==> config.mk <==
export PLATFORM = sky130hd
export DESIGN_NAME = plc_ctrl
export DESIGN_NICKNAME = d
export VERILOG_FILES = /design/src/hw/rtl/plc_pkg.sv /design/src/hw/rtl/plc_ctrl.sv
export VERILOG_INCLUDE_DIRS = /design/src /design/src/hw/rtl
export SDC_FILE = /design/constraint.sdc
export NUM_CORES = 1
export LEC_CHECK = 0
export ABC_AREA = 1
export BUFFER_PORTS_ARGS = -buffer_cell sky130_fd_sc_hd__clkbuf_2
export CAP_MARGIN = 40
export CORE_AREA = 5 5 42 44
export DETAILED_ROUTE_END_ITERATION = 6
export DIE_AREA = 0 0 47 49
export PLACE_DENSITY = 0.72
export SLEW_MARGIN = 25
export SYNTH_ARGS = -nofsm -noshare
export SYNTH_HDL_FRONTEND = slang
export SYNTH_SLANG_ARGS = --single-unit
==> constraint.sdc <==
create_clock -name clk -period 1.6 [get_ports clk]
set_input_delay 0.08 -clock clk [delete_from_list [all_inputs] [get_ports clk]]
set_output_delay 0.08 -clock clk [all_outputs]
set_load 0.02 [all_outputs]
==> src/hw/rtl/assert_macros.svh <==
// assertion helpers shared by the rtl
`ifndef ASSERT_MACROS_SVH
`define ASSERT_MACROS_SVH

// clocked check, idle during reset
`define PLC_ASSERT(label, prop, msg) \
  label: assert property (@(posedge clk) disable iff (!rst_n) (prop)) else $error(msg);

// check that also runs while reset is held
`define PLC_ASSERT_ALWAYS(label, prop, msg) \
  label: assert property (@(posedge clk) (prop)) else $error(msg);

`endif

==> src/hw/rtl/plc_pkg.sv <==
`default_nettype none
package plc_pkg;

  localparam int MAX_NODES = 16;
  localparam int IDX_W     = $clog2(MAX_NODES);
  localparam int NCMP_W    = 8;

  // divider only sees power_mw * 1000, below 2^26
  localparam int DVD_W  = 26;
  localparam int DSR_W  = 16;
  localparam int DCNT_W = 5;

  localparam logic [15:0] VOLT_RST  = 16'd28000;
  localparam logic [4:0]  COUNT_RST = 5'd16;
  localparam logic [9:0]  MILLI     = 10'd1000;
  // floor(x/1000) == (x * RECIP) >> RECIP_SH for x below 2^26
  localparam logic [26:0] RECIP     = 27'd68719477;
  localparam int          RECIP_SH  = 36;
  localparam logic [31:0] NP_SAT    = 32'd65536000;

  // bus power split: 2^18 = 262 * 1000 + 144
  localparam int          BPROD_W   = 36;
  localparam int          BP_LO_W   = 18;
  localparam logic [8:0]  BP_HI_Q   = 9'd262;
  localparam logic [7:0]  BP_HI_R   = 8'd144;

  localparam logic CFG_VOLT  = 1'b0;
  localparam logic CFG_COUNT = 1'b1;

  typedef enum logic [1:0] {
    CMD_ON   = 2'd0,
    CMD_OFF  = 2'd1,
    CMD_STEP = 2'd2,
    CMD_RSV  = 2'd3
  } cmd_t;

  typedef enum logic [1:0] {
    RES_CMD  = 2'd0,
    RES_NONE = 2'd1,
    RES_NODE = 2'd2
  } res_kind_t;

  typedef enum logic [3:0] {
    S_IDLE, S_DECODE, S_DIV, S_SUM, S_RESULT, S_SCAN, S_NONE, S_MUL, S_EMIT,
    S_BFOLD, S_BRECIP, S_BINIT
  } state_t;

  typedef struct packed {
    logic [1:0]  cmd;
    logic [3:0]  node_index;
    logic [15:0] power_mw;
    logic [19:0] bus_current_ma;
  } plc_in_t;

  typedef struct packed {
    logic        node_valid;
    logic [3:0]  node_number;
    logic [15:0] node_current_ma;
    logic [15:0] node_power_mw;
    logic [19:0] downstream_current_ma;
    logic [19:0] total_demand_current_ma;
    logic [19:0] total_demand_power_mw;
    logic [26:0] bus_power_mw;
    logic        status;
    logic        last;
  } plc_out_t;

  typedef struct packed {
    logic      latch;
    logic      div_start;
    logic      tbl_wr;
    logic      sum_clr;
    logic      sum_step;
    logic      bp_mul;
    logic      bp_fold;
    logic      bp_recip;
    logic      step_init;
    logic      idx_inc;
    logic      node_load;
    logic      node_mul;
    logic      out_load;
    res_kind_t out_kind;
  } dp_cmd_t;

  typedef struct packed {
    cmd_t cmd;
    logic bad;
    logic div_done;
    logic node_hit;
    logic any_on;
    logic more_after;
    logic sum_end;
    logic out_free;
  } dp_stat_t;

endpackage
`default_nettype wire

==> src/hw/rtl/plc_ctrl.sv <==
`default_nettype none
module plc_ctrl (
  input  wire logic              clk,
  input  wire logic              rst_n,
  input  wire logic              in_valid,
  output logic                   in_ready,
  input  wire plc_pkg::dp_stat_t stat,
  output plc_pkg::dp_cmd_t       cmd
);
  import plc_pkg::*;
  `include "assert_macros.svh"

  state_t state_r, state_nxt;

  always_ff @(posedge clk) begin
    if (!rst_n) state_r <= S_IDLE;
    else        state_r <= state_nxt;
  end

  always_comb begin
    state_nxt = state_r;
    cmd = '0;
    cmd.out_kind = RES_CMD;
    in_ready = 1'b0;
    unique case (state_r)
      S_IDLE: begin
        in_ready = 1'b1;
        if (in_valid) begin
          cmd.latch = 1'b1; state_nxt = S_DECODE;
        end
      end
      S_DECODE: begin
        unique case (stat.cmd)
          CMD_ON, CMD_OFF: begin
            if (stat.bad) state_nxt = S_RESULT;
            else if (stat.cmd == CMD_ON) begin
              cmd.div_start = 1'b1; state_nxt = S_DIV;
            end else begin
              cmd.tbl_wr = 1'b1; cmd.sum_clr = 1'b1; state_nxt = S_SUM;
            end
          end
          CMD_STEP: begin
            cmd.bp_mul = 1'b1; state_nxt = S_BFOLD;
          end
          default: state_nxt = S_IDLE;
        endcase
      end
      S_DIV: begin
        if (stat.div_done) begin
          cmd.tbl_wr = 1'b1; cmd.sum_clr = 1'b1; state_nxt = S_SUM;
        end
      end
      S_BFOLD: begin
        cmd.bp_fold = 1'b1; state_nxt = S_BRECIP;
      end
      S_BRECIP: begin
        cmd.bp_recip = 1'b1; state_nxt = S_BINIT;
      end
      S_BINIT: begin
        cmd.step_init = 1'b1; state_nxt = S_SCAN;
      end
      S_SUM: begin
        cmd.sum_step = 1'b1;
        if (stat.sum_end) state_nxt = S_RESULT;
      end
      S_RESULT: begin
        if (stat.out_free) begin
          cmd.out_load = 1'b1; state_nxt = S_IDLE;
        end
      end
      S_SCAN: begin
        if (!stat.any_on) state_nxt = S_NONE;
        else if (stat.node_hit) begin
          cmd.node_load = 1'b1; state_nxt = S_MUL;
        end else cmd.idx_inc = 1'b1;
      end
      S_NONE: begin
        if (stat.out_free) begin
          cmd.out_load = 1'b1; cmd.out_kind = RES_NONE; state_nxt = S_IDLE;
        end
      end
      S_MUL: begin
        cmd.node_mul = 1'b1; state_nxt = S_EMIT;
      end
      S_EMIT: begin
        if (stat.out_free) begin
          cmd.out_load = 1'b1; cmd.out_kind = RES_NODE;
          if (stat.more_after) begin
            cmd.idx_inc = 1'b1; state_nxt = S_SCAN;
          end else state_nxt = S_IDLE;
        end
      end
      default: state_nxt = S_IDLE;
    endcase
  end

  `PLC_ASSERT(a_last_node_idle,
              (state_r == S_EMIT && stat.out_free && !stat.more_after) |=> state_r == S_IDLE,
              "walk did not end after last node")
  `PLC_ASSERT(a_mul_then_emit, state_r == S_MUL |=> state_r == S_EMIT,
              "multiply stage skipped")
endmodule
`default_nettype wire

Word-level counts from Yosys, hierarchy flattened
Index checks and enable logic that the tools add are counted.

cells by class
  equal/unequal tests = 19
  muxes and demuxes = 41
  reductions and logical operators = 5

operators by type and width
  cell                                                              count
  4-bit one-hot mux with 11 select lines                            1
  4-bit 2-to-1 mux                                                  7
  1-bit 2-to-1 mux                                                  19
  3-bit 2-to-1 mux                                                  6
  4-bit by 3-bit == test with 1-bit output (second input constant)  4
  4-bit == test (second input constant)                             4
  4-bit by 2-bit == test with 1-bit output (second input constant)  2
  2-bit != test (second input constant)                             4
  2-bit one-hot mux with 2 select lines                             2
  4-bit one-hot mux with 2 select lines                             1
  2-bit 2-to-1 mux                                                  3
  6-bit AND reduction                                               1
  4-bit by 1-bit == test with 1-bit output (second input constant)  1
  4-bit logical NOT                                                 1
  2-bit OR reduction                                                2
  3-bit != test (second input constant)                             1
  1-bit one-hot mux with 3 select lines                             1
  2-bit by 1-bit == test with 1-bit output (second input constant)  1
  2-bit == test (second input constant)                             1
  2-bit logical NOT                                                 1
  2-bit by 1-bit != test with 1-bit output (second input constant)  1
  1-bit one-hot mux with 2 select lines                             1

word-level totals
  register bits after elaboration = 4
  input port bits = 12
  word-level logic and storage cells = 66

Longest topological paths before layout
  word-level depth = 5
  mapped depth = 9

Worst setup path before layout
OpenSTA, ideal clock, no wires.

  path type = flip-flop to output port
  start point = register state_r[2]
  end point = output cmd[12] (netlist name)
  data arrival time = 1.420 ns
  data required time = 1.520 ns
  path slack = 0.100 ns
  cell stages (with the launch flop) = 7
  buffers on the path = 1
  cells stage by stage = dfxtp_1 inv_2 nand2_1 nor2_2 nand3_1 o22ai_1 buf_4

RTL lines
  what                      RTL line        RTL
  start: declaration        plc_ctrl.sv:13  state_t state_r, state_nxt;
  start signal: assignment  plc_ctrl.sv:17  else state_r <= state_nxt;
  end: declaration          plc_ctrl.sv:8   output plc_pkg::dp_cmd_t cmd

==> results.toml <==
[synth]
synth_compound_area_share_pct = 12.8
synth_top_family_by_area = "simple AND/OR/NAND/NOR gates"
yosysTopAreaCellShare_pct = 17.1
ys_ff_latch = 4
syn_nets = 113
synth_area_per_cell_sq_um = 5.22
synthAdderAreaFrac_pct = 0
synth_mux_area_share_pct = 0
synth_simple_gate_area_share_pct = 54.9
synth.most_common_cell = "nand2_1"
synth_area_leader_cell = "nand2_1"
yosys_most_used_dff = "dfxtp_1"
synthXorXnorAreaFrac_pct = 0
async_flop_share_pct = 0
ys_seq_area_share_pct = 15.2
ys_warn_count = 0
syn_inst = 101
synth_cell_types = 18
synth_enable_flop_cells = 0
synthTopCellsByCount = "24 x nand2_1, 15 x inv_1, 15 x nand3_1, 14 x nor2_1"
synthTopCellsByArea = "nand2_1 17%, dfxtp_1 15%, nand3_1 14%"
synth_area_sq_um = 527

[pwr]
combPwrFrac_pct = 63.6
p_leak_uw = 0.000449
intPower_uw = 398
clkPwrFrac_pct = 14.3
swShare_pct = 52.6
power_density_nw_per_um2 = 1170
ir_worst_vdd_uv = 587
power_switching_uw = 441
pwr-share-seq_pct = 22.1

[critical_path]
cp_max_fo = 4
crit_arrival_ps = 1420
required_ps = 1520
start_kind = "register"
critPathCaptureType = "output pin"
crit_type = "register to output pin"

[floorplanning]
rows = 14
die_w_um = 47
die_y_um = 49
dieArea_sq_um = 2300
coreArea_sq_um = 1400
ios = 28
start_util_pct = 37.6

[layout]
reg.largest.list = "state_r x4"
areaGrowthSynthToFinish_pct = 36.1
drive_gt1_share_pct = 38.5
fin_nets = 144
antenna_cells = 0
top_register = "state_r"
fin_cells = 146
nFillCells = 164
largest_reg_flops = 4

[routing]
drt-pass1-iter-count = 4
wl_um = 1630
ant_nets = 0
drt_iter0_markers = 30
vias = 761
drcViolationCount = 0
wl_per_cell_um = 11.2
viasPerCell = 5.21

[timing]
min_period_ps = 1500
fin_ws_ps = 104
fin_crit_sh_pct = 93.5
slew_viol_final = 0
setup_viol = 0
rsz0062_at_grt = "yes"
clock.fmax_mhz = 668
finalHoldViolCount = 0
relSlewSlack_pct = 77.6
hold_ws_ps = 117
skew_ps = 2.32
fin_setup_tns_ps = 0
tightestPinTransition_ps = 332

[clock_tree]
cts_tree = "done"
clkLatencyLatePin_ps = 230
root_buffer = "clkbuf_4"
cts_inserted_buffers = 3
cts_max_path_buffers = 2
clk_pin_slew_ps = 40
cts.sinks = 4
htreeDepth = 1

[place]
placed_cells = 142
dp.final_hpwl_um = 1330
place_ws_ps = 165
place_congestion = 0.928
portBuffers = 27

[global_route]
grt.overflow.total = 0
grtUsageTotal_pct = 14.3
antenna_found_initial = 0
grt_pass1_wl_um = 2620
grt_max_degree = 10
grt_pass1_vias = 679

[hold_path]
hold_class = "input pin to register"

[job]
timing.max_cap.violations = 0

[status]
status = "finished clean"
[cell families after synthesis]
family	after synthesis
flops	4
buf+inv	22
simple gates	64
compound gates	11
[cells in the final DEF (no fill, tap or decap), drive strengths merged]
cell	netlist	layout
o21ai	3	3
buf	2	2
nand2	26	26
nor2	19	19
inv	20	20
nor4	2	2
clkbuf	0	29
nor3	2	2
nand3	15	15
a41oi	1	1
a21oi	6	6
o22ai	1	1
dfxtp	4	4
[routing by layer]
layer / vias up / GRT usage [%] / part of all wire [%]
met5: - / 0 / 0
met1: 331 / 18.9 / 42
met2: 46 / 23.5 / 48
li1: 378 / - / -
met3: 6 / 1.48 / 8.9
met4: 0 / 4.15 / 1.6
[power by group through the flow]
stage	registers (uW)	logic (uW)	clock network (uW)
final	186	533	120
after global routing	192	578	132
after CTS	182	519	122
after detailed placement	180	494	0
after global placement	177	498	0
after floorplan	147	414	0
[cell type report]
type | instances | area, sq um | area share, %
Multi-Input combinational cell | 75 | 370 | 51.7
Timing Repair Buffer | 28 | 145 | 20.2
Sequential cell | 4 | 83.8 | 11.7
Inverter | 20 | 75.1 | 10.5
Clock buffer | 3 | 22.5 | 3.14
Tap cell | 16 | 20.0 | 2.79
[critical path, stage by stage, from the launching register on]
cell and delay, ps:
dfxtp_1 350, inv_2 120, nand2_2 110, nor2_2 150, nand3_1 140, o22ai_2 130
clkbuf_4 190
[through the flow]
stage	util (%)	area, sq um	total power, uW
6_report	51.2	717	839
5_1_grt	51.2	717	902
4_1_cts	50.1	702	823
3_5_place_dp	47.6	667	674
3_3_place_gp	47.6	667	675
2_1_floorplan	-	527	561
[timing repair]
| action | in CTS | in global routing |
|---|---|---|
| hold buffers | 0 | 0 |
| endpoints found under the setup margin | 2 | 4 |
| gates resized for setup | 3 | 6 |
| buffers inserted | 1 | 0 |
| pin swaps | 1 | 0 |
[final timing paths]
check,start,endpoint,slack [ps],cells past startpoint
min reg2reg,state_r[1],state_r[1],530,2
max,state_r[3],cmd[11],100,6
min,rst_n,state_r[1],120,3
max reg2reg,state_r[0],state_r[0],290,8
(Power assumes the default switching activity.)
