**src/hw/rtl/assert_macros.svh**
```systemverilog
// assertion helpers shared by the rtl
`ifndef ASSERT_MACROS_SVH
`define ASSERT_MACROS_SVH

// clocked check, idle during reset
`define PLC_ASSERT(label, prop, msg) \
  label: assert property (@(posedge clk) disable iff (!rst_n) (prop)) else $error(msg);

// check that also runs while reset is held
`define PLC_ASSERT_ALWAYS(label, prop, msg) \
  label: assert property (@(posedge clk) (prop)) else $error(msg);

`endif

```
**src/hw/rtl/plc_pkg.sv**
```systemverilog
`default_nettype none
package plc_pkg;

  localparam int MAX_NODES = 16;
  localparam int IDX_W     = $clog2(MAX_NODES);
  localparam int NCMP_W    = 8;

  // divider only sees power_mw * 1000, below 2^26
  localparam int DVD_W  = 26;
  localparam int DSR_W  = 16;
  localparam int DCNT_W = 5;

  localparam logic [15:0] VOLT_RST  = 16'd28000;
  localparam logic [4:0]  COUNT_RST = 5'd16;
  localparam logic [9:0]  MILLI     = 10'd1000;
  // floor(x/1000) == (x * RECIP) >> RECIP_SH for x below 2^26
  localparam logic [26:0] RECIP     = 27'd68719477;
  localparam int          RECIP_SH  = 36;
  localparam logic [31:0] NP_SAT    = 32'd65536000;

  // bus power split: 2^18 = 262 * 1000 + 144
  localparam int          BPROD_W   = 36;
  localparam int          BP_LO_W   = 18;
  localparam logic [8:0]  BP_HI_Q   = 9'd262;
  localparam logic [7:0]  BP_HI_R   = 8'd144;

  localparam logic CFG_VOLT  = 1'b0;
  localparam logic CFG_COUNT = 1'b1;

  typedef enum logic [1:0] {
    CMD_ON   = 2'd0,
    CMD_OFF  = 2'd1,
    CMD_STEP = 2'd2,
    CMD_RSV  = 2'd3
  } cmd_t;

  typedef enum logic [1:0] {
    RES_CMD  = 2'd0,
    RES_NONE = 2'd1,
    RES_NODE = 2'd2
  } res_kind_t;

  typedef enum logic [3:0] {
    S_IDLE, S_DECODE, S_DIV, S_SUM, S_RESULT, S_SCAN, S_NONE, S_MUL, S_EMIT,
    S_BFOLD, S_BRECIP, S_BINIT
  } state_t;

  typedef struct packed {
    logic [1:0]  cmd;
    logic [3:0]  node_index;
    logic [15:0] power_mw;
    logic [19:0] bus_current_ma;
  } plc_in_t;

  typedef struct packed {
    logic        node_valid;
    logic [3:0]  node_number;
    logic [15:0] node_current_ma;
    logic [15:0] node_power_mw;
    logic [19:0] downstream_current_ma;
    logic [19:0] total_demand_current_ma;
    logic [19:0] total_demand_power_mw;
    logic [26:0] bus_power_mw;
    logic        status;
    logic        last;
  } plc_out_t;

  typedef struct packed {
    logic      latch;
    logic      div_start;
    logic      tbl_wr;
    logic      sum_clr;
    logic      sum_step;
    logic      bp_mul;
    logic      bp_fold;
    logic      bp_recip;
    logic      step_init;
    logic      idx_inc;
    logic      node_load;
    logic      node_mul;
    logic      out_load;
    res_kind_t out_kind;
  } dp_cmd_t;

  typedef struct packed {
    cmd_t cmd;
    logic bad;
    logic div_done;
    logic node_hit;
    logic any_on;
    logic more_after;
    logic sum_end;
    logic out_free;
  } dp_stat_t;

endpackage
`default_nettype wire

```
**src/hw/rtl/plc_div.sv**
```systemverilog
`default_nettype none
module plc_div (
  input  wire logic                      clk,
  input  wire logic                      rst_n,
  input  wire logic                      start,
  input  wire logic [plc_pkg::DVD_W-1:0] dividend,
  input  wire logic [plc_pkg::DSR_W-1:0] divisor,
  output logic      [plc_pkg::DVD_W-1:0] quot,
  output logic                           done
);
  import plc_pkg::*;
  `include "assert_macros.svh"

  logic [DVD_W-1:0]  q_r, q_nxt;
  logic [DSR_W:0]    rem_r, rem_nxt;
  logic [DSR_W-1:0]  dsr_r, dsr_nxt;
  logic [DCNT_W-1:0] cnt_r, cnt_nxt;
  logic              busy_r, busy_nxt, done_r, done_nxt;
  logic [DSR_W:0]    sh;

  // restoring division, one quotient bit a cycle
  always_comb begin
    q_nxt = q_r; rem_nxt = rem_r; dsr_nxt = dsr_r; cnt_nxt = cnt_r;
    busy_nxt = busy_r; done_nxt = done_r;
    sh = {rem_r[DSR_W-1:0], q_r[DVD_W-1]};
    if (start) begin
      q_nxt = dividend; rem_nxt = '0; dsr_nxt = divisor;
      cnt_nxt = '0; busy_nxt = 1'b1; done_nxt = 1'b0;
    end else if (busy_r) begin
      if (sh >= {1'b0, dsr_r}) begin
        rem_nxt = sh - {1'b0, dsr_r};
        q_nxt   = {q_r[DVD_W-2:0], 1'b1};
      end else begin
        rem_nxt = sh;
        q_nxt   = {q_r[DVD_W-2:0], 1'b0};
      end
      cnt_nxt = cnt_r + 1'b1;
      if (cnt_r == DCNT_W'(DVD_W - 1)) begin
        busy_nxt = 1'b0; done_nxt = 1'b1;
      end
    end
  end

  always_ff @(posedge clk) begin
    if (!rst_n) begin
      busy_r <= 1'b0; done_r <= 1'b0; cnt_r <= '0;
    end else begin
      busy_r <= busy_nxt; done_r <= done_nxt; cnt_r <= cnt_nxt;
    end
    q_r <= q_nxt; rem_r <= rem_nxt; dsr_r <= dsr_nxt;
  end

  assign quot = q_r;
  assign done = done_r;

  `PLC_ASSERT(a_start_clears_done, start |=> !done_r, "done after start")
  `PLC_ASSERT(a_not_both, !(busy_r && done_r), "busy and done together")
endmodule
`default_nettype wire

```
**src/hw/rtl/plc_dp.sv**
```systemverilog
`default_nettype none
module plc_dp (
  input  wire logic              clk,
  input  wire logic              rst_n,
  input  wire plc_pkg::dp_cmd_t  cmd,
  output plc_pkg::dp_stat_t      stat,
  input  wire plc_pkg::plc_in_t  in_data,
  output plc_pkg::plc_out_t      out_data,
  output logic                   out_valid,
  input  wire logic              out_ready,
  input  wire logic              cfg_we,
  input  wire logic              cfg_index,
  input  wire logic [15:0]       cfg_wdata
);
  import plc_pkg::*;
  `include "assert_macros.svh"

  logic [15:0] volt_r;
  logic [4:0]  ncount_r;
  plc_in_t     in_r;

  logic        on_r  [MAX_NODES];
  logic [15:0] pw_r  [MAX_NODES];
  logic [15:0] dc_r  [MAX_NODES];
  logic [19:0] tot_cur_r, tot_pw_r;

  logic [IDX_W-1:0]   i_r;
  logic [15:0]        dcv_r;
  logic [BPROD_W-1:0] bprod_r;
  logic [25:0]        bt_r;
  logic [26:0]        bhi_r;
  logic [26:0]        bpow_r;
  logic [19:0]        remain_r;
  logic [15:0]        give_r;
  logic [31:0]        prod_r;
  logic               sat_r;
  logic [52:0]        mq_r;
  plc_out_t           out_r, out_nxt;
  logic               out_valid_r;

  logic [NCMP_W-1:0] n_eff, idx_in;
  logic [IDX_W-1:0]  tidx;
  logic              any_on, more_after;
  logic [DVD_W-1:0]  dvd, quot;
  logic [DSR_W-1:0]  dsr;
  logic              div_done;
  logic [15:0]       dc_sat, give, np;
  logic [20:0]       sum_c, sum_p;
  logic [19:0]       remain_min;
  logic [25:0]       mq_in;

  assign n_eff  = (NCMP_W'(ncount_r) > NCMP_W'(MAX_NODES)) ? NCMP_W'(MAX_NODES)
                                                            : NCMP_W'(ncount_r);
  assign idx_in = NCMP_W'(in_r.node_index);
  assign tidx   = IDX_W'(in_r.node_index);

  always_comb begin
    any_on = 1'b0; more_after = 1'b0;
    for (int j = 0; j < MAX_NODES; j++) begin
      if (on_r[j] && NCMP_W'(j) < n_eff) begin
        any_on = 1'b1;
        if (NCMP_W'(j) > NCMP_W'(i_r)) more_after = 1'b1;
      end
    end
  end

  // divider computes the demand current on turn-on
  assign dvd = DVD_W'(in_r.power_mw) * DVD_W'(MILLI);
  assign dsr = volt_r;

  plc_div u_div (
    .clk      (clk),
    .rst_n    (rst_n),
    .start    (cmd.div_start),
    .dividend (dvd),
    .divisor  (dsr),
    .quot     (quot),
    .done     (div_done)
  );

  assign dc_sat     = (quot[DVD_W-1:16] != '0) ? 16'hFFFF : quot[15:0];
  assign give       = (20'(dc_r[i_r]) <= remain_r) ? dc_r[i_r] : remain_r[15:0];
  assign np         = sat_r ? 16'hFFFF : mq_r[RECIP_SH+15:RECIP_SH];
  assign sum_c      = {1'b0, tot_cur_r} + 21'(dc_r[i_r]);
  assign sum_p      = {1'b0, tot_pw_r} + 21'(pw_r[i_r]);
  assign remain_min = (in_r.bus_current_ma < tot_cur_r) ? in_r.bus_current_ma : tot_cur_r;
  // shared reciprocal multiplier: folded bus power, or node power
  assign mq_in      = cmd.bp_recip ? bt_r : prod_r[25:0];

  always_comb begin
    out_nxt = '0;
    out_nxt.total_demand_current_ma = tot_cur_r;
    out_nxt.total_demand_power_mw   = tot_pw_r;
    out_nxt.last = 1'b1;
    unique case (cmd.out_kind)
      RES_CMD: begin
        out_nxt.node_number = in_r.node_index;
        if (stat.bad) out_nxt.status = 1'b1;
        else begin
          out_nxt.node_valid = 1'b1;
          if (cmd_t'(in_r.cmd) == CMD_ON) begin
            out_nxt.node_current_ma = dcv_r;
            out_nxt.node_power_mw   = in_r.power_mw;
          end
        end
      end
      RES_NONE: out_nxt.bus_power_mw = bpow_r;
      RES_NODE: begin
        out_nxt.node_valid            = 1'b1;
        out_nxt.node_number           = 4'(i_r);
        out_nxt.node_current_ma       = give_r;
        out_nxt.node_power_mw         = np;
        out_nxt.downstream_current_ma = remain_r;
        out_nxt.bus_power_mw          = bpow_r;
        out_nxt.last                  = !more_after;
      end
      default: ;
    endcase
  end

  always_ff @(posedge clk) begin
    if (!rst_n) begin
      volt_r <= VOLT_RST; ncount_r <= COUNT_RST;
      tot_cur_r <= '0; tot_pw_r <= '0; out_valid_r <= 1'b0;
      for (int j = 0; j < MAX_NODES; j++) begin
        on_r[j] <= 1'b0; pw_r[j] <= '0; dc_r[j] <= '0;
      end
    end else begin
      if (cfg_we) begin
        unique case (cfg_index)
          CFG_VOLT:  volt_r   <= cfg_wdata;
          CFG_COUNT: ncount_r <= cfg_wdata[4:0];
          default:   ;
        endcase
      end
      if (cmd.tbl_wr) begin
        if (cmd_t'(in_r.cmd) == CMD_ON) begin
          on_r[tidx] <= 1'b1; pw_r[tidx] <= in_r.power_mw; dc_r[tidx] <= dc_sat;
        end else begin
          on_r[tidx] <= 1'b0; pw_r[tidx] <= '0; dc_r[tidx] <= '0;
        end
      end
      if (cmd.sum_clr) begin
        tot_cur_r <= '0; tot_pw_r <= '0;
      end else if (cmd.sum_step && on_r[i_r] && NCMP_W'(i_r) < n_eff) begin
        tot_cur_r <= sum_c[20] ? 20'hFFFFF : sum_c[19:0];
        tot_pw_r  <= sum_p[20] ? 20'hFFFFF : sum_p[19:0];
      end
      if (cmd.out_load) out_valid_r <= 1'b1;
      else if (out_ready) out_valid_r <= 1'b0;
    end
    if (cmd.latch) in_r <= in_data;
    if (cmd.tbl_wr) dcv_r <= dc_sat;
    if (cmd.sum_clr || cmd.step_init) i_r <= '0;
    else if (cmd.sum_step || cmd.idx_inc) i_r <= i_r + 1'b1;
    // bus power: floor(x/1000) = hi * 262 + floor((hi * 144 + lo) / 1000)
    if (cmd.bp_mul) bprod_r <= BPROD_W'(in_r.bus_current_ma) * BPROD_W'(volt_r);
    if (cmd.bp_fold) begin
      bt_r  <= 26'(bprod_r[BPROD_W-1:BP_LO_W]) * 26'(BP_HI_R) + 26'(bprod_r[BP_LO_W-1:0]);
      bhi_r <= 27'(bprod_r[BPROD_W-1:BP_LO_W]) * 27'(BP_HI_Q);
    end
    if (cmd.step_init) begin
      bpow_r <= bhi_r + 27'(mq_r[RECIP_SH+15:RECIP_SH]); remain_r <= remain_min;
    end
    if (cmd.node_load) begin
      give_r <= give; remain_r <= remain_r - 20'(give); prod_r <= give * volt_r;
    end
    if (cmd.node_mul) sat_r <= prod_r >= NP_SAT;
    if (cmd.node_mul || cmd.bp_recip) mq_r <= mq_in * RECIP;
    if (cmd.out_load) out_r <= out_nxt;
  end

  always_comb begin
    stat.cmd        = cmd_t'(in_r.cmd);
    stat.bad        = idx_in >= n_eff;
    stat.div_done   = div_done;
    stat.node_hit   = on_r[i_r] && NCMP_W'(i_r) < n_eff;
    stat.any_on     = any_on;
    stat.more_after = more_after;
    stat.sum_end    = i_r == IDX_W'(MAX_NODES - 1);
    stat.out_free   = !out_valid_r || out_ready;
  end

  assign out_data  = out_r;
  assign out_valid = out_valid_r;

  `PLC_ASSERT(a_remain_falls, cmd.node_load |=> remain_r <= $past(remain_r),
              "remaining current grew")
  `PLC_ASSERT(a_load_free, cmd.out_load |-> (!out_valid_r || out_ready),
              "result overwritten")
endmodule
`default_nettype wire

```
**config.mk**
```make
export PLATFORM = sky130hd
export DESIGN_NAME = plc_dp
export DESIGN_NICKNAME = d
export VERILOG_FILES = /design/src/hw/rtl/plc_pkg.sv /design/src/hw/rtl/plc_div.sv /design/src/hw/rtl/plc_dp.sv
export VERILOG_INCLUDE_DIRS = /design/src /design/src/hw/rtl
export SDC_FILE = /design/constraint.sdc
export NUM_CORES = 2
export LEC_CHECK = 0
export BUFFER_PORTS_ARGS = -buffer_cell sky130_fd_sc_hd__buf_2
export CAP_MARGIN = 10
export CORE_ASPECT_RATIO = 1.1
export CORE_MARGIN = 2
export CORE_UTILIZATION = 30
export DETAILED_ROUTE_END_ITERATION = 8
export PLACE_DENSITY = 0.55
export SLEW_MARGIN = 5
export SYNTH_ARGS = -nofsm -noshare
export SYNTH_HDL_FRONTEND = slang
export SYNTH_SLANG_ARGS = --single-unit
```
**constraint.sdc**
```tcl
create_clock -name clk -period 10.4 [get_ports clk]
set_input_delay 1.04 -clock clk [delete_from_list [all_inputs] [get_ports clk]]
set_output_delay 1.04 -clock clk [all_outputs]
set_load 0.05 [all_outputs]
```
-- Word level (Yosys, flattened, before mapping)
Memories as Yosys holds them, arrays and structs flattened. A register that Yosys moved wholly into a read port is not among the register bits.
Index checks and enable logic that the tools add are counted.
- bits in registers: 551
- bits in writable memories: 528
- input port bits: 78
- output and inout bits: 136
- logic and storage cells: 238
- memories: 3
- add/sub/neg operators: 8
- multipliers: 6
- $lt $le $gt $ge: 38
- eq/ne operators: 4
- multiplexer cells: 97
- bitwise operators: 5
- reductions and logical operators: 40
- memory list (name ; depth ; bits a word ; rd ports ; clocked after Yosys merged registers in ; wr ports ; RTL line ; RTL):
    dc_r ; 16 ; 16 ; 1 ; 1 ; 16 ; plc_dp.sv:24 ; logic [15:0] dc_r [MAX_NODES];
    pw_r ; 16 ; 16 ; 1 ; 1 ; 16 ; plc_dp.sv:23 ; logic [15:0] pw_r [MAX_NODES];
    on_r ; 16 ; 1 ; 17 ; 1 ; 16 ; plc_dp.sv:22 ; logic on_r [MAX_NODES];
- operators by type and width (operator ; count):
    $mux W16 ; 8
    $mux W20 ; 5
    $mux W26 ; 3
    $pmux W37 S2 ; 1
    $mux W1 ; 68
    $mux W32 ; 2
    $mul A26 B27 Y52 const B ; 1
    $add A20 B16 Y21 ; 2
    $lt A4 B5 Y1 const A ; 8
    $mul A20 B16 Y36 ; 1
    $mux W4 ; 9
    $ge A32 B26 Y1 const B ; 1
    $gt A4 B4 Y1 const A ; 8
    $mul A16 B16 Y32 ; 1
    $reduce_or A16 Y1 ; 2
    $add A27 B16 Y27 ; 1
    $add A26 B18 Y26 ; 1
    $mul A18 B8 Y26 const B ; 1
    $mul A16 B7 Y23 const B ; 1
    $mul A18 B4 Y22 const B ; 1
    $le A16 B20 Y1 ; 1
    $lt A20 B20 Y1 ; 1
    $lt A3 B5 Y1 const A ; 4
    $sub A20 B16 Y20 ; 1
    other kinds (28) ; 66

-- Longest topological paths before layout
- depth after elaboration: 34
- gate-level depth with buffers: 39
- mapped depth without buffers: 35

-- By module
From an unflattened synthesis, not the netlist that was laid out.
- cells, all modules: 7185
- area, all modules: 81026.5 um^2
- modules (own cells, without submodules) (module ; times used ; cells an instance ; area each (um^2) ; sequential area each (um^2)):
    plc_dp ; 1 ; 6846 ; 77428.0 ; 28627.5
    plc_div ; 1 ; 339 ; 3598.5 ; 1721.7

-- Least setup slack after synthesis
OpenSTA, ideal clock, no wires.
- kind: register -> register
- from: register with a tool-made name
- to: register prod_r[29], data pin
- library setup time: 0.262 ns
- data arrival time: 9.075 ns
- required time: 10.138 ns
- path slack: 1.063 ns
- cell stages (with the launch flop): 37
- path buffers: 5
- period minus slack after synthesis: 9.337 ns
- cells stage by stage: dfxtp_1 buf_6 buf_2 mux4_2 mux4_2 ha_1 a21o_1 a21oi_1 nor2b_1 o21ai_1 nand2b_1 a221o_1 o21a_1 buf_4 buf_6 o21ai_4 buf_2 o21ai_1 fa_1 fa_1 fa_1 inv_1 fa_1 fa_1 inv_1 fa_1 inv_1 ha_1 a21oi_1 o22ai_1 a311oi_1 o21ai_1 a2111oi_0 o21bai_1 a2111oi_0 o21bai_1 xor2_1
- RTL lines (what ; RTL line ; RTL):
    end signal: assignment ; plc_dp.sv:166 ; give_r <= give; remain_r <= remain_r - 20'(give); prod_r <= give * volt_r;
    end: declaration ; plc_dp.sv:35 ; logic [31:0] prod_r;

==> impl_metrics.json <==
{
  "syn_nets": 8812,
  "nets": 9000,
  "boundaryPins": 214,
  "drt_iter0_drc": 4538,
  "hpwl_mm": 200,
  "ys_types": 115,
  "overflow": 0,
  "hp-class": "flop to flop",
  "place.gp.congestion": 0.897,
  "die_area_um2": 277000,
  "clk_pin_slew_ns": 0.06,
  "drive_gt1_share_pct": 11.6,
  "max_slew_margin_pct": 13.5,
  "synth-seq-cells": 1047,
  "num_vias": 56161,
  "crit_required_ns": 10.90,
  "tightest_slew_ns": 1.30,
  "cts_root_buf": "clkbuf_16",
  "drv_cap": 0,
  "path_common_cell": "fa_1",
  "yosysWarnings": 0,
  "avgViaCountPerCell": 5.02,
  "holdWs_ns": 0.418,
  "crit_arrival_ns": 10.26,
  "crit_type": "flop to flop",
  "synth_cells": 7250,
  "grt_max_degree": 74,
  "startpoint_type": "flop",
  "rsz0062_at_grt": "no",
  "portBuffers": 213,
  "ant_nets": 0,
  "drc": 0,
  "areaGrowthSynthToFinish_pct": 11.9,
  "async_flop_share_pct": 0,
  "firstDrtPassIters": 6,
  "skew_ns": 0.0624,
  "synth_enable_flop_cells": 935,
  "die_w_um": 502,
  "max_stage_delay_ns": 0.58,
  "cts-htree-levels": 3,
  "numCtsBuffers": 115,
  "end_kind": "flop",
  "grtUsageTotal_pct": 18.9,
  "cts.sinks": 1047,
  "cts_buffer_depth": 3,
  "die_y_um": 552,
  "cts_tree": "yes",
  "grt_pass1_vias": 58842,
  "setup_viol": 0,
  "wl_per_cell_um": 23.7,
  "min_period_over_period_pct": 93.9,
  "setup_tns_ns": 0,
  "cp_max_fo": 14,
  "netlist_area_um2": 82000,
  "core_um2": 272000,
  "start_util_pct": 30.1,
  "rows": 201,
  "status": "completed",
  "post-route-min-period_ns": 9.77,
  "clock.fmax_mhz": 102,
  "clk_latency_ns": 0.80,
  "antenna_found_initial": 28,
  "synth_flop_cell": "edfxtp_1",
  "drv_slew": 0,
  "yosysSeqAreaShare_pct": 37.0,
  "cp_slowest_cell": "mux4_2",
  "wirelength_mm": 265,
  "synth.avg_cell_area_um2": 11.3,
  "finalHoldViolations": 0,
  "grt_pass1_wl_mm": 391
}
-- Yosys cell counts, types with 102 or more instances --
library cell | instances | area [um^2]
nor2_1 | 626 | 2350
xnor2_1 | 142 | 1240
fa_1 | 729 | 14600
a21oi_1 | 195 | 976
and2_1 | 182 | 1140
and3_1 | 106 | 663
nand2_1 | 447 | 1680
inv_1 | 1068 | 4010
edfxtp_1 | 935 | 28100
o21a_1 | 102 | 766
dfxtp_1 | 112 | 2240
o21ai_0 | 218 | 1090
o21ai_1 | 129 | 646
ha_1 | 755 | 9450
mux4_2 | 165 | 3720
clkbuf_1 | 235 | 882
-- timing repair --
action                     CTS  global route
gates resized for setup      0             8
hold buffers                 0             0
setup endpoints to repair    0             9
setup buffers                0             6
-- worst paths after layout --
path              startpoint          to  slack (ns)  cells past startpoint
setup / recovery        flop  prod_r[29]        0.63                     34
hold / removal    bprod_r[3]     bt_r[3]        0.42                      0
setup reg to reg        flop  prod_r[29]        0.63                     34
hold reg to reg   bprod_r[3]     bt_r[3]        0.42                      0
-- metrics by stage --
stage / utilization (%) / instances / setup WS (ns) / instance area, um^2
after CTS: 33.7 / 11183 / 0.0757 / 91600
after floorplan: - / 7250 / 1.06 / 82000
final: 33.7 / 11195 / 0.633 / 91700
after detailed placement: 32.2 / 10969 / 0.108 / 87700
after global placement: 32.2 / 10969 / 0.168 / 87700
after global routing: 33.7 / 11190 / 0.120 / 91700
-- cell type report --
type                            instances  area (um^2)
Tap cell                             3654         4570
Clock inverter                         74          835
Timing Repair Buffer                  391         2460
Clock buffer                          140         3040
Sequential cell                      1047        30300
Inverter                             1071         4020
Multi-Input combinational cell       4812        46400
Antenna cell                            6         15.0
Fill cell                           27442       180000
-- flip-flops by register name (all words and copies together), names as in the netlist, 5 cells and up, named ones only --
name         cells
dsr             16
u_div.cnt_r      5
on_r            16
u_div.quot      26
tot_cur_r       20
dcv_r           16
bprod_r         36
remain_r        20
mq_r            16
ncount_r         5
u_div.rem_r     16
in_r            36
bt_r            26
out_data       126
u_div.dsr_r     16
bpow_r          27
prod_r          32
bhi_r           26
dc_r           256
pw_r           256
tot_pw_r        20
give_r          16
-- cell usage in the layout, fill, tap and decap left out, types with 30 or more instances in the layout --
cell type  Yosys  final
a211oi_1      39     39
a21boi_0      56     56
a21o_1        78     78
a21oi_1      195    195
a31oi_1       30     30
and2_1       182    182
and3_1       106    106
buf_2         54    211
buf_4          9    173
clkbuf_16      0    115
dfxtp_1      112    108
edfxtp_1     935    935
fa_1         729    729
ha_1         755    754
inv_1       1068   1068
mux2i_1       63     63
mux4_2       165    165
nand2_1      447    447
nand2b_1      47     47
nand3_1       92     90
nand4_1       32     32
nor2_1       626    619
nor2b_1       40     40
nor3_1        71     71
o21a_1       102    101
o21ai_0      218    210
o21ai_1      129    128
o21bai_1      31     30
xnor2_1      142    142
xor2_1        72     72
-- worst max-delay path, delay by kind of cell, from the launching register on --
family                     cells  cell delay, ns
AOI/OAI and AO/OA             14            3.26
xor gates and xnor gates       1            0.14
muxes                          2            1.08
DFF                            1            0.41
and+or+nand+nor                3            0.25
buffers and inverters          6            0.61
adders and majority gates      8            3.69
-- metal layers --
metal	vias up	share of wire, %	GRT usage [%]
met2	1995	49	32.3
met1	28531	40	23.9
met4	6	4.4	7.82
met5	-	0.017	0
met3	441	6.4	2.79
li1	25188	-	-
-- cells by family after synthesis --
logic type                 after synthesis  synth area share [%]
AOI/OAI and AO/OA                     1142                  9.55
xor gates and xnor gates               215                  2.31
adders and majority gates             1485                  29.3
buffers and inverters                 1391                  6.56
DFF                                   1047                  37.0
muxes                                  232                  5.36
and+or+nand+nor                       1738                  9.88
Power is not shown: default switching activity piles up to over one toggle a cycle in this logic, so the estimate is an artifact.
